### src/design/mmrc_pkg.sv
package mmrc_pkg;

  // Stream widths: fields packed from bit 0 up, padded to whole bytes.
  localparam int unsigned IN_DATA_W  = 152;
  localparam int unsigned OUT_DATA_W = 136;
  localparam int unsigned KIND_W     = 3;
  localparam int unsigned NUM_W      = 5;

  // Result queue depth; two slots stay free for a descriptor that emits twice.
  localparam int unsigned Q_DEPTH = 4;
  localparam int unsigned Q_CNT_W = 3;

  // Legacy segment kinds
  localparam logic [KIND_W-1:0] KIND_USABLE     = 3'd0;
  localparam logic [KIND_W-1:0] KIND_RESERVED   = 3'd1;
  localparam logic [KIND_W-1:0] KIND_ACPI       = 3'd2;
  localparam logic [KIND_W-1:0] KIND_NVS        = 3'd3;
  localparam logic [KIND_W-1:0] KIND_PERSISTENT = 3'd4;

  // UEFI memory type codes that map to something other than reserved
  localparam logic [31:0] EFI_LOADER_CODE      = 32'd1;
  localparam logic [31:0] EFI_LOADER_DATA      = 32'd2;
  localparam logic [31:0] EFI_BOOT_SVC_CODE    = 32'd3;
  localparam logic [31:0] EFI_BOOT_SVC_DATA    = 32'd4;
  localparam logic [31:0] EFI_CONVENTIONAL     = 32'd7;
  localparam logic [31:0] EFI_ACPI_RECLAIM     = 32'd9;
  localparam logic [31:0] EFI_ACPI_NVS         = 32'd10;
  localparam logic [31:0] EFI_PERSISTENT       = 32'd14;

  typedef struct packed {
    logic [63:0]       from_addr;
    logic [63:0]       to_addr;
    logic [KIND_W-1:0] kind;
    logic              last;
  } desc_t;

  typedef struct packed {
    logic [63:0]       seg_start;
    logic [63:0]       seg_length;
    logic [KIND_W-1:0] seg_kind;
    logic [NUM_W-1:0]  seg_number;
    logic              table_full;
    logic              last_of_run;
  } result_t;

  // Up to two results from one descriptor, compacted: r0 is filled first.
  typedef struct packed {
    logic [1:0] n;
    result_t    r0;
    result_t    r1;
  } push_t;

  function automatic logic [KIND_W-1:0] classify(input logic [31:0] efi_type,
                                                  input logic        wb);
    logic [KIND_W-1:0] k;
    case (efi_type)
      EFI_LOADER_CODE, EFI_LOADER_DATA, EFI_BOOT_SVC_CODE,
      EFI_BOOT_SVC_DATA, EFI_CONVENTIONAL: k = wb ? KIND_USABLE : KIND_RESERVED;
      EFI_ACPI_RECLAIM: k = KIND_ACPI;
      EFI_ACPI_NVS:     k = KIND_NVS;
      EFI_PERSISTENT:   k = KIND_PERSISTENT;
      default:          k = KIND_RESERVED;
    endcase
    return k;
  endfunction

endpackage

### src/design/mmrc_ingest.sv
module mmrc_ingest #(
  parameter int unsigned PAGE_SHIFT = 12
) (
  input  logic                              clk,
  input  logic                              rst_n,
  input  logic                              in_tvalid,
  output logic                              in_tready,
  input  logic [mmrc_pkg::IN_DATA_W-1:0]    in_tdata,
  input  logic                              in_tlast,
  input  logic                              advance,
  output logic                              desc_valid,
  output mmrc_pkg::desc_t                   desc
);
  import mmrc_pkg::*;

  logic              valid_r;
  desc_t             desc_r;
  desc_t             desc_nxt;
  logic [63:0]       start;
  logic [51:0]       pages;
  logic [31:0]       efi_type;
  logic              wb;
  logic [63:0]       size;

  assign start    = in_tdata[63:0];
  assign pages    = in_tdata[115:64];
  assign efi_type = in_tdata[147:116];
  assign wb       = in_tdata[148];

  // page count to bytes, wraps at 2^64
  assign size = {12'd0, pages} << PAGE_SHIFT;

  always_comb begin
    desc_nxt.from_addr = start;
    desc_nxt.to_addr   = start + size;
    desc_nxt.kind      = classify(efi_type, wb);
    desc_nxt.last      = in_tlast;
  end

  assign in_tready  = !valid_r || advance;
  assign desc_valid = valid_r;
  assign desc       = desc_r;

  always_ff @(posedge clk) begin
    if (!rst_n) begin
      valid_r <= 1'b0;
    end else if (in_tready) begin
      valid_r <= in_tvalid;
    end
  end

  always_ff @(posedge clk) begin
    if (in_tvalid && in_tready) begin
      desc_r <= desc_nxt;
    end
  end

endmodule

### src/design/mmrc_merge.sv
module mmrc_merge #(
  parameter int unsigned MAX_SEGMENTS = 32
) (
  input  logic            clk,
  input  logic            rst_n,
  input  logic            fire,
  input  mmrc_pkg::desc_t desc,
  output mmrc_pkg::push_t push
);
  import mmrc_pkg::*;

  localparam int unsigned CNT_W = $clog2(MAX_SEGMENTS + 1);
  localparam logic [CNT_W:0] MAX_C = (CNT_W + 1)'(MAX_SEGMENTS);

  logic [63:0]       open_start_r, open_start_nxt;
  logic [63:0]       open_end_r,   open_end_nxt;
  logic [KIND_W-1:0] open_kind_r,  open_kind_nxt;
  logic              open_valid_r, open_valid_nxt;
  logic [CNT_W-1:0]  cnt_r,        cnt_nxt;
  logic              stopped_r,    stopped_nxt;

  logic              match;
  logic              emit_a;
  logic              emit_b;
  logic              full_a;
  logic              full_b;
  logic [CNT_W:0]    cnt_a1;
  logic [CNT_W-1:0]  cnt_b;
  logic [CNT_W:0]    cnt_b1;
  logic [63:0]       b_start;
  result_t           res_a;
  result_t           res_b;

  always_comb begin
    match  = open_valid_r && (desc.kind == open_kind_r) && (open_end_r == desc.from_addr);
    cnt_a1 = {1'b0, cnt_r} + {{CNT_W{1'b0}}, 1'b1};
    emit_a = fire && !stopped_r && open_valid_r && !match;
    full_a = emit_a && (cnt_a1 >= MAX_C);
    // final descriptor flushes unless the table was already full or the mismatch emission filled it
    emit_b = fire && !stopped_r && desc.last && !full_a;
    cnt_b  = emit_a ? cnt_a1[CNT_W-1:0] : cnt_r;
    cnt_b1 = {1'b0, cnt_b} + {{CNT_W{1'b0}}, 1'b1};
    full_b = cnt_b1 >= MAX_C;
    b_start = match ? open_start_r : desc.from_addr;

    res_a.seg_start   = open_start_r;
    res_a.seg_length  = open_end_r - open_start_r;
    res_a.seg_kind    = open_kind_r;
    res_a.seg_number  = NUM_W'(cnt_r);
    res_a.table_full  = full_a;
    res_a.last_of_run = !emit_b;

    res_b.seg_start   = b_start;
    res_b.seg_length  = desc.to_addr - b_start;
    res_b.seg_kind    = desc.kind;
    res_b.seg_number  = NUM_W'(cnt_b);
    res_b.table_full  = full_b;
    res_b.last_of_run = 1'b1;

    push.n  = {1'b0, emit_a} + {1'b0, emit_b};
    push.r0 = emit_a ? res_a : res_b;
    push.r1 = res_b;
  end

  always_comb begin
    open_start_nxt = open_start_r;
    open_end_nxt   = open_end_r;
    open_kind_nxt  = open_kind_r;
    open_valid_nxt = open_valid_r;
    cnt_nxt        = cnt_r;
    stopped_nxt    = stopped_r;
    if (fire) begin
      if (desc.last) begin
        open_valid_nxt = 1'b0;
        cnt_nxt        = '0;
        stopped_nxt    = 1'b0;
      end else if (!stopped_r) begin
        if (match) begin
          open_end_nxt = desc.to_addr;
        end else if (!full_a) begin
          open_start_nxt = desc.from_addr;
          open_end_nxt   = desc.to_addr;
          open_kind_nxt  = desc.kind;
          open_valid_nxt = 1'b1;
        end
        cnt_nxt     = cnt_b;
        stopped_nxt = full_a;
      end
    end
  end

  always_ff @(posedge clk) begin
    if (!rst_n) begin
      open_valid_r <= 1'b0;
      cnt_r        <= '0;
      stopped_r    <= 1'b0;
    end else begin
      open_valid_r <= open_valid_nxt;
      cnt_r        <= cnt_nxt;
      stopped_r    <= stopped_nxt;
    end
  end

  always_ff @(posedge clk) begin
    open_start_r <= open_start_nxt;
    open_end_r   <= open_end_nxt;
    open_kind_r  <= open_kind_nxt;
  end

endmodule

### src/design/mmrc_outq.sv
module mmrc_outq (
  input  logic            clk,
  input  logic            rst_n,
  input  mmrc_pkg::push_t push,
  output logic            room,
  output logic            out_valid,
  input  logic            out_ready,
  output mmrc_pkg::result_t out_res
);
  import mmrc_pkg::*;

  result_t             slot_r   [Q_DEPTH];
  result_t             slot_nxt [Q_DEPTH];
  logic [Q_CNT_W-1:0]  cnt_r;
  logic [Q_CNT_W-1:0]  cnt_nxt;
  logic [Q_CNT_W-1:0]  base;
  logic                pop;

  assign pop       = out_valid && out_ready;
  assign out_valid = cnt_r != '0;
  assign out_res   = slot_r[0];
  // two free slots needed before the next descriptor may advance
  assign room      = cnt_r <= Q_CNT_W'(Q_DEPTH - 2);
  assign base      = cnt_r - {{(Q_CNT_W-1){1'b0}}, pop};
  assign cnt_nxt   = base + {1'b0, push.n};

  // head at slot 0; shift on pop, then land new results behind the survivors
  always_comb begin
    for (int i = 0; i < Q_DEPTH; i++) begin
      if (pop && (i < Q_DEPTH - 1)) begin
        slot_nxt[i] = slot_r[(i + 1) % Q_DEPTH];
      end else begin
        slot_nxt[i] = slot_r[i];
      end
      if ((push.n != 2'd0) && (base == Q_CNT_W'(i))) begin
        slot_nxt[i] = push.r0;
      end
      if ((push.n == 2'd2) && (base + 3'd1 == Q_CNT_W'(i))) begin
        slot_nxt[i] = push.r1;
      end
    end
  end

  always_ff @(posedge clk) begin
    if (!rst_n) begin
      cnt_r <= '0;
    end else begin
      cnt_r <= cnt_nxt;
    end
  end

  always_ff @(posedge clk) begin
    for (int i = 0; i < Q_DEPTH; i++) begin
      slot_r[i] <= slot_nxt[i];
    end
  end

endmodule

### src/design/memory_map_region_coalescer_top.sv
// UEFI memory map to e820-style segment table. Descriptors stream in one per
// beat (tlast marks the final descriptor of a map) and merged segments stream
// out, tlast on the last segment that a descriptor produced. Throughput is one
// descriptor per clock while the result queue has room; each one is held in
// the input register, then merged into the queue. A descriptor that closes one
// segment and also flushes on final yields two output beats. The 4-beat result
// queue accepts a new descriptor into the merge stage only while at most two
// results are waiting, so sustained rate is set by the output side whenever
// descriptors emit twice or the sink stalls. After MAX_SEGMENTS segments the
// last one carries the full flag and everything up to the final descriptor
// is dropped; the final descriptor always clears the state for the next map.
module memory_map_region_coalescer_top #(
  parameter int unsigned MAX_SEGMENTS = 32,
  parameter int unsigned PAGE_SHIFT   = 12
) (
  input  logic                            clk,
  input  logic                            rst_n,
  input  logic                            in_tvalid,
  output logic                            in_tready,
  // [63:0] region_start, [115:64] page_count, [147:116] efi_type,
  // [148] write_back_ok, [151:149] zero
  input  logic [mmrc_pkg::IN_DATA_W-1:0]  in_tdata,
  input  logic                            in_tlast,   // final_descriptor
  output logic                            out_tvalid,
  input  logic                            out_tready,
  // [63:0] segment_start, [127:64] segment_length, [132:128] segment_number,
  // [133] table_full, [135:134] zero
  output logic [mmrc_pkg::OUT_DATA_W-1:0] out_tdata,
  output logic [mmrc_pkg::KIND_W-1:0]     out_tuser,  // [2:0] segment_kind
  output logic                            out_tlast   // last_of_run
);
  import mmrc_pkg::*;

  logic    desc_valid;
  desc_t   desc;
  logic    room;
  logic    advance;
  push_t   push;
  result_t out_res;

  assign advance = desc_valid && room;

  mmrc_ingest #(
    .PAGE_SHIFT (PAGE_SHIFT)
  ) u_ingest (
    .clk        (clk),
    .rst_n      (rst_n),
    .in_tvalid  (in_tvalid),
    .in_tready  (in_tready),
    .in_tdata   (in_tdata),
    .in_tlast   (in_tlast),
    .advance    (advance),
    .desc_valid (desc_valid),
    .desc       (desc)
  );

  mmrc_merge #(
    .MAX_SEGMENTS (MAX_SEGMENTS)
  ) u_merge (
    .clk   (clk),
    .rst_n (rst_n),
    .fire  (advance),
    .desc  (desc),
    .push  (push)
  );

  mmrc_outq u_outq (
    .clk       (clk),
    .rst_n     (rst_n),
    .push      (push),
    .room      (room),
    .out_valid (out_tvalid),
    .out_ready (out_tready),
    .out_res   (out_res)
  );

  assign out_tdata = {2'b00, out_res.table_full, out_res.seg_number,
                      out_res.seg_length, out_res.seg_start};
  assign out_tuser = out_res.seg_kind;
  assign out_tlast = out_res.last_of_run;

endmodule

### config.mk
export PLATFORM = sky130hd
export DESIGN_NAME = memory_map_region_coalescer_top
export DESIGN_NICKNAME = d
export VERILOG_FILES = /design/src/design/mmrc_pkg.sv /design/src/design/mmrc_ingest.sv /design/src/design/mmrc_merge.sv /design/src/design/mmrc_outq.sv /design/src/design/memory_map_region_coalescer_top.sv
export SDC_FILE = /design/constraint.sdc
export NUM_CORES = 2
export LEC_CHECK = 0
export ABC_CLOCK_PERIOD_IN_PS = 10100
export BUFFER_PORTS_ARGS = -buffer_cell sky130_fd_sc_hd__buf_2
export CORE_MARGIN = 2
export CORE_UTILIZATION = 35
export CTS_CLUSTER_DIAMETER = 50
export DETAILED_ROUTE_END_ITERATION = 8
export GPL_TIMING_DRIVEN = 0
export SKIP_CTS_REPAIR_TIMING = 1
export SYNTH_ARGS = -nofsm -noshare
export SYNTH_HDL_FRONTEND = slang
export SYNTH_SLANG_ARGS = --single-unit
### constraint.sdc
create_clock -name clk -period 10.1 [get_ports clk]
set_input_delay 1.515 -clock clk [delete_from_list [all_inputs] [get_ports clk]]
set_output_delay 1.515 -clock clk [all_outputs]
set_load 0.01 [all_outputs]
---- Word level (Yosys, flattened, before mapping) ----
Memory sizes are Yosys's and may differ from the RTL's.
Index checks and enable logic that the tools add are counted.
Widths: inputs -> output; s select.
word-level totals
  output and inout bits ................... 142
  word-level logic and storage cells ...... 110
  memories kept ........................... 1
  RAM bits ................................ 552
  register bits ........................... 275
memories
  memory         depth  width  rd ports  clocked after memory_dff  wr ports  RTL line         RTL
  u_outq.slot_r  4      138    4         0                         4         mmrc_outq.sv:12  result_t slot_r [Q_DEPTH];
cells by class
  reduce and logical (&&, ||, !) cells .... 34
  muxes and demuxes ....................... 26
  order comparisons ....................... 3
  bitwise gates (word level) .............. 4
  equal/unequal tests ..................... 21
  add/sub/neg operators ................... 9
operator list
  kind                 number
  $mux 138             12
  $mux 64              3
  $sub 64x64->64       2
  $eq 32x4->1 const B  3
  $add 64x64->64       1
  $eq 32x2->1 const B  2
  $eq 32x3->1 const B  2
  $eq 64x64->1         1
  $eq 32x1->1 const B  1
  $logic_and 1x1->1    19
  $mux 6               3
  $add 6x1->7 const B  2
  $ge 7x6->1 const B   2
  $eq 3x2->1 const B   4
  $pmux 3 s4           1
  $reduce_and 4->1     2
  $mux 1               7
  $eq 3x1->1 const B   2
  $logic_not 3->1      2
  $ne 2x2->1 const B   3
  $logic_not 1->1      5
  $reduce_and 5->1     1
  $reduce_or 5->1      1
  $not 1->1            4
  12 further kinds     12

---- Logic depth before layout (Yosys ltp) ----
  depth in word-level cells ............... 13
  gate-level depth with buffers ........... 22

---- Modules after synthesis ----
From an unflattened synthesis, not the netlist that was laid out.
unflattened totals
  cells, all modules ...................... 5,279
  area total of the unflattened synthesis .. 52,123.7 µm²
modules (own cells, without submodules)
  module                           instances  cells an instance  area an instance (µm²)
  mmrc_outq                        1          2,788              30,093.9
  mmrc_merge                       1          1,869              15,039.4
  mmrc_ingest                      1          618                6,965.4
  memory_map_region_coalescer_top  1          4                  25.0

---- Least setup slack after synthesis ----
No wires, ideal clock.
  path kind ............................... in2reg
  start point ............................. input out_tready
  end point ............................... memory u_outq.slot_r[1][100] in the netlist's numbering (enable)
  data required time ...................... 9.599 ns
  slack ................................... 2.996 ns
  library setup time ...................... 0.501 ns
  stages on the path ...................... 12
  path buffers ............................ 2
  data arrival time ....................... 6.602 ns
  cells stage by stage .................... nand2_1 -> inv_1 -> ha_1 -> ha_1 -> clkbuf_1 -> nor2_1 -> ha_1 -> nand2_1 -> nor2_1 -> clkbuf_1 -> nor2_1 -> nand2_1
RTL lines
  item                RTL line                               RTL
  start: declaration  memory_map_region_coalescer_top.sv:25  input logic out_tready,
  end: declaration    mmrc_outq.sv:12

==> flow_summary.toml <==
[yosys]
syn_area_per_cell_sq_um = 10.92
synth_top_area_share_pct = 52.24
synth_mux_area_share_pct = 2.076
synth-edff-count = 799
ys_types = 95
yosysMostFrequentCell = "edfxtp_1"
synth-seq-cells = 815
yosysSeqAreaShare_pct = 52.93
synth_adder_area_share_pct = 5.295
async_flop_share_pct = 0
synth_warnings = 0
synthTopCellsByArea = "edfxtp_1 (52%), ha_1 (5.1%), o22ai_1 (4.9%)"
synth_xor_area_share_pct = 3.942
synth_ff_type = "edfxtp_1"
netlist_area_sq_um = 45930
yosys.area.top_type = "edfxtp_1"
synthCells = 4206
synth-simple-area-share_pct = 9.283
synth_top_family_by_area = "compound AO/OA/AOI/OAI gates"
synth-compound-area-share_pct = 22.78
synthTopCellsByCount = "edfxtp_1 (799), o22ai_1 (361), nand2_1 (301), o21ai_0 (251), a21oi_1 (245)"

[drt]
drcViolationCount = 0
finalWirelength_um = 186700
drt_iter0_drc = 5885
via_per_inst = 6.141
antenna_left = 0
dr.pass1.iters = 8
vias = 39790
routedWlPerCell_um = 28.81

[timing]
setup_slack_ns = 0.2785
setup_tns_ns = 0
rsz0062_at_grt = "no"
layout_worst_path_cycle_share_pct = 97.24
finClkSkew_ns = 0.04975
fmax_mhz = 101.8
fin_crit_ns = 9.821
final-setup-viol-count = 0
relSlewSlack_pct = 2.440
finalMaxSlewViolations = 0
worstMarginPinSlew_ns = 1.463
hold_violations = 0

[cts]
clock_path_buffers = 3
clock-root-buffer = "clkbuf_16"
path_clk_slew_ns = 0.06
cts_tree = "built"
cts_sinks = 815
h-tree-depth = 3
clk_latency_ns = 0.77
cts_buffers = 110

[global_routing]
grt-ovfl-total = 0
grt_pass1_vias = 37490
antenna_found_initial = 8
grtUsageTotal_pct = 26.78
grt_max_degree = 73
grt_pass1_wl_um = 265300

[setup_path]
cpMaxStageDelayCell = "xnor2_1"
endpoint_kind = "flop"
crit_type = "flop to flop"
path_max_fanout = 10
worstPathCellList = "xnor2_1 > nand4_1 > nor3_1 > nand4_1 > nor2_2 > buf_2 > buf_2 > mux2i_1 > inv_1 > ha_1 > fa_1 > nor2b_1 > o2111ai_1 > a21oi_1 > o2111ai_1 > a211oi_2 > o31ai_2 > a21oi_1 > nor2_1 > xnor2_1 > mux2i_1 > a21oi_1"
cp.arrival_ns = 10.32
path_common_cell = "a21oi_1"
cp_top_family = "compound AO/OA/AOI/OAI gates"
cp.buffers_inverters = 3
startpoint_type = "flop"
slowest_delay_ns = 0.81
cp.required_ns = 10.60

[status]
outcome = "finished, final reports clean"

[place]
dpl_cell_area_sq_um = 50060
gp_congestion = 1.002
hpwl_um = 141900
place_ws_ns = 0.6361
portBuffers = 293

[power]
ir_drop_mv = 0.1924
power-per-cell-area_nw_per_um2 = 259.0
fin_total_pwr_mw = 13.95
power_leakage_nw = 19.75

[layout]
fin_util_pct = 41.47
fin_nets = 4984
stdcell_area_sq_um = 53840
drive_above_1_share_pct = 13.55
area_delta_synth_final_pct = 17.22

[die]
io-pin-count = 299
die_area_sq_um = 134200
start_util_pct = 35.38
die_y_um = 366.3
rows = 132
core_area_sq_um = 129800
dieWidth_um = 366.3

[hold_path]
hold_class = "flop to flop"

[run]
cap_viol_max_count = 0
## routing by layer
layer	track usage (%)	share of wire, %	up-vias
met5	0	0.030	-
met4	13.57	5.6	8
met3	7.108	12	464
met2	40.13	43	2638
met1	35.59	40	19330
li1	-	-	17350
## layout make-up
class / instances / area [sq um]
timing repair buffer: 316 / 1901
inverter: 128 / 481.7
tap: 1742 / 2180
multi-input combinational: 2981 / 19990
fill: 12560 / 75970
buffer: 283 / 1214
antenna: 7 / 17.52
clock buffer: 120 / 2833
clock inverter: 87 / 915.9
sequential: 815 / 24310
## sequential cells by signal, indices dropped and copies added (netlist names)
signal and count:
u_outq.slot_r 552, u_ingest.desc 120, u_merge.open_end_r 64, u_merge.open_start_r 64, u_merge.cnt_r 6, u_merge.open_kind_r 3
u_outq.cnt_r 3, u_ingest.desc_valid 1, u_merge.open_valid_r 1, u_merge.stopped_r 1
## layout by cell type, fill, tap and decap left out, types with 18 or more instances in the layout
cell type,instances
mux2i_1,86
xor2_1,68
xnor2_1,135
o211ai_1,56
edfxtp_1,799
and3_1,35
nand4_1,58
nor2_1,211
nor3_1,47
nand2_1,297
clkinv_1,20
a22oi_1,222
a21oi_1,245
o21ai_0,251
a211oi_1,29
nor2b_1,49
or3_1,20
a21o_1,127
clkbuf_16,112
o21a_1,28
a31oi_1,33
o221ai_1,32
ha_1,188
clkbuf_1,200
o21bai_1,35
buf_2,355
nand3_1,72
inv_1,127
o31ai_1,19
nand2b_1,32
o22ai_1,361
and2_1,18
## logic make-up after synthesis
kind of cell               Yosys count
other                                1
DFF                                815
buffers and inverters              411
AOI/OAI and AO/OA                 1585
and+or+nand+nor                    903
xor gates and xnor gates           205
muxes                               94
adders and majority gates          192
## path summary, 6_finish.rpt
check,depth (start not counted),from,slack [ns],to
worst max register to register,22,u_ingest.desc[127],0.28,u_outq.slot_r[0][60]
worst max-delay path,22,u_ingest.desc[127],0.28,u_outq.slot_r[0][60]
worst min register to register,0,u_ingest.desc[60],0.49,u_merge.open_end_r[56]
worst min-delay path,0,u_ingest.desc[60],0.49,u_merge.open_end_r[56]
## metrics by stage
step,hold slack (ns),instances
floorplan,0.4264,4207
global placement,0.4727,6242
detailed placement,0.4773,6264
CTS,0.4953,6471
global route,0.4799,6472
finish,0.4936,6479
## where the power goes
group	switching (mW)	total, mW	internal (mW)
logic	3.32	4.70	1.39
clock network	1.67	4.02	2.35
registers	0.292	5.22	4.93
Note: power is estimated with default switching activity, not from simulation.
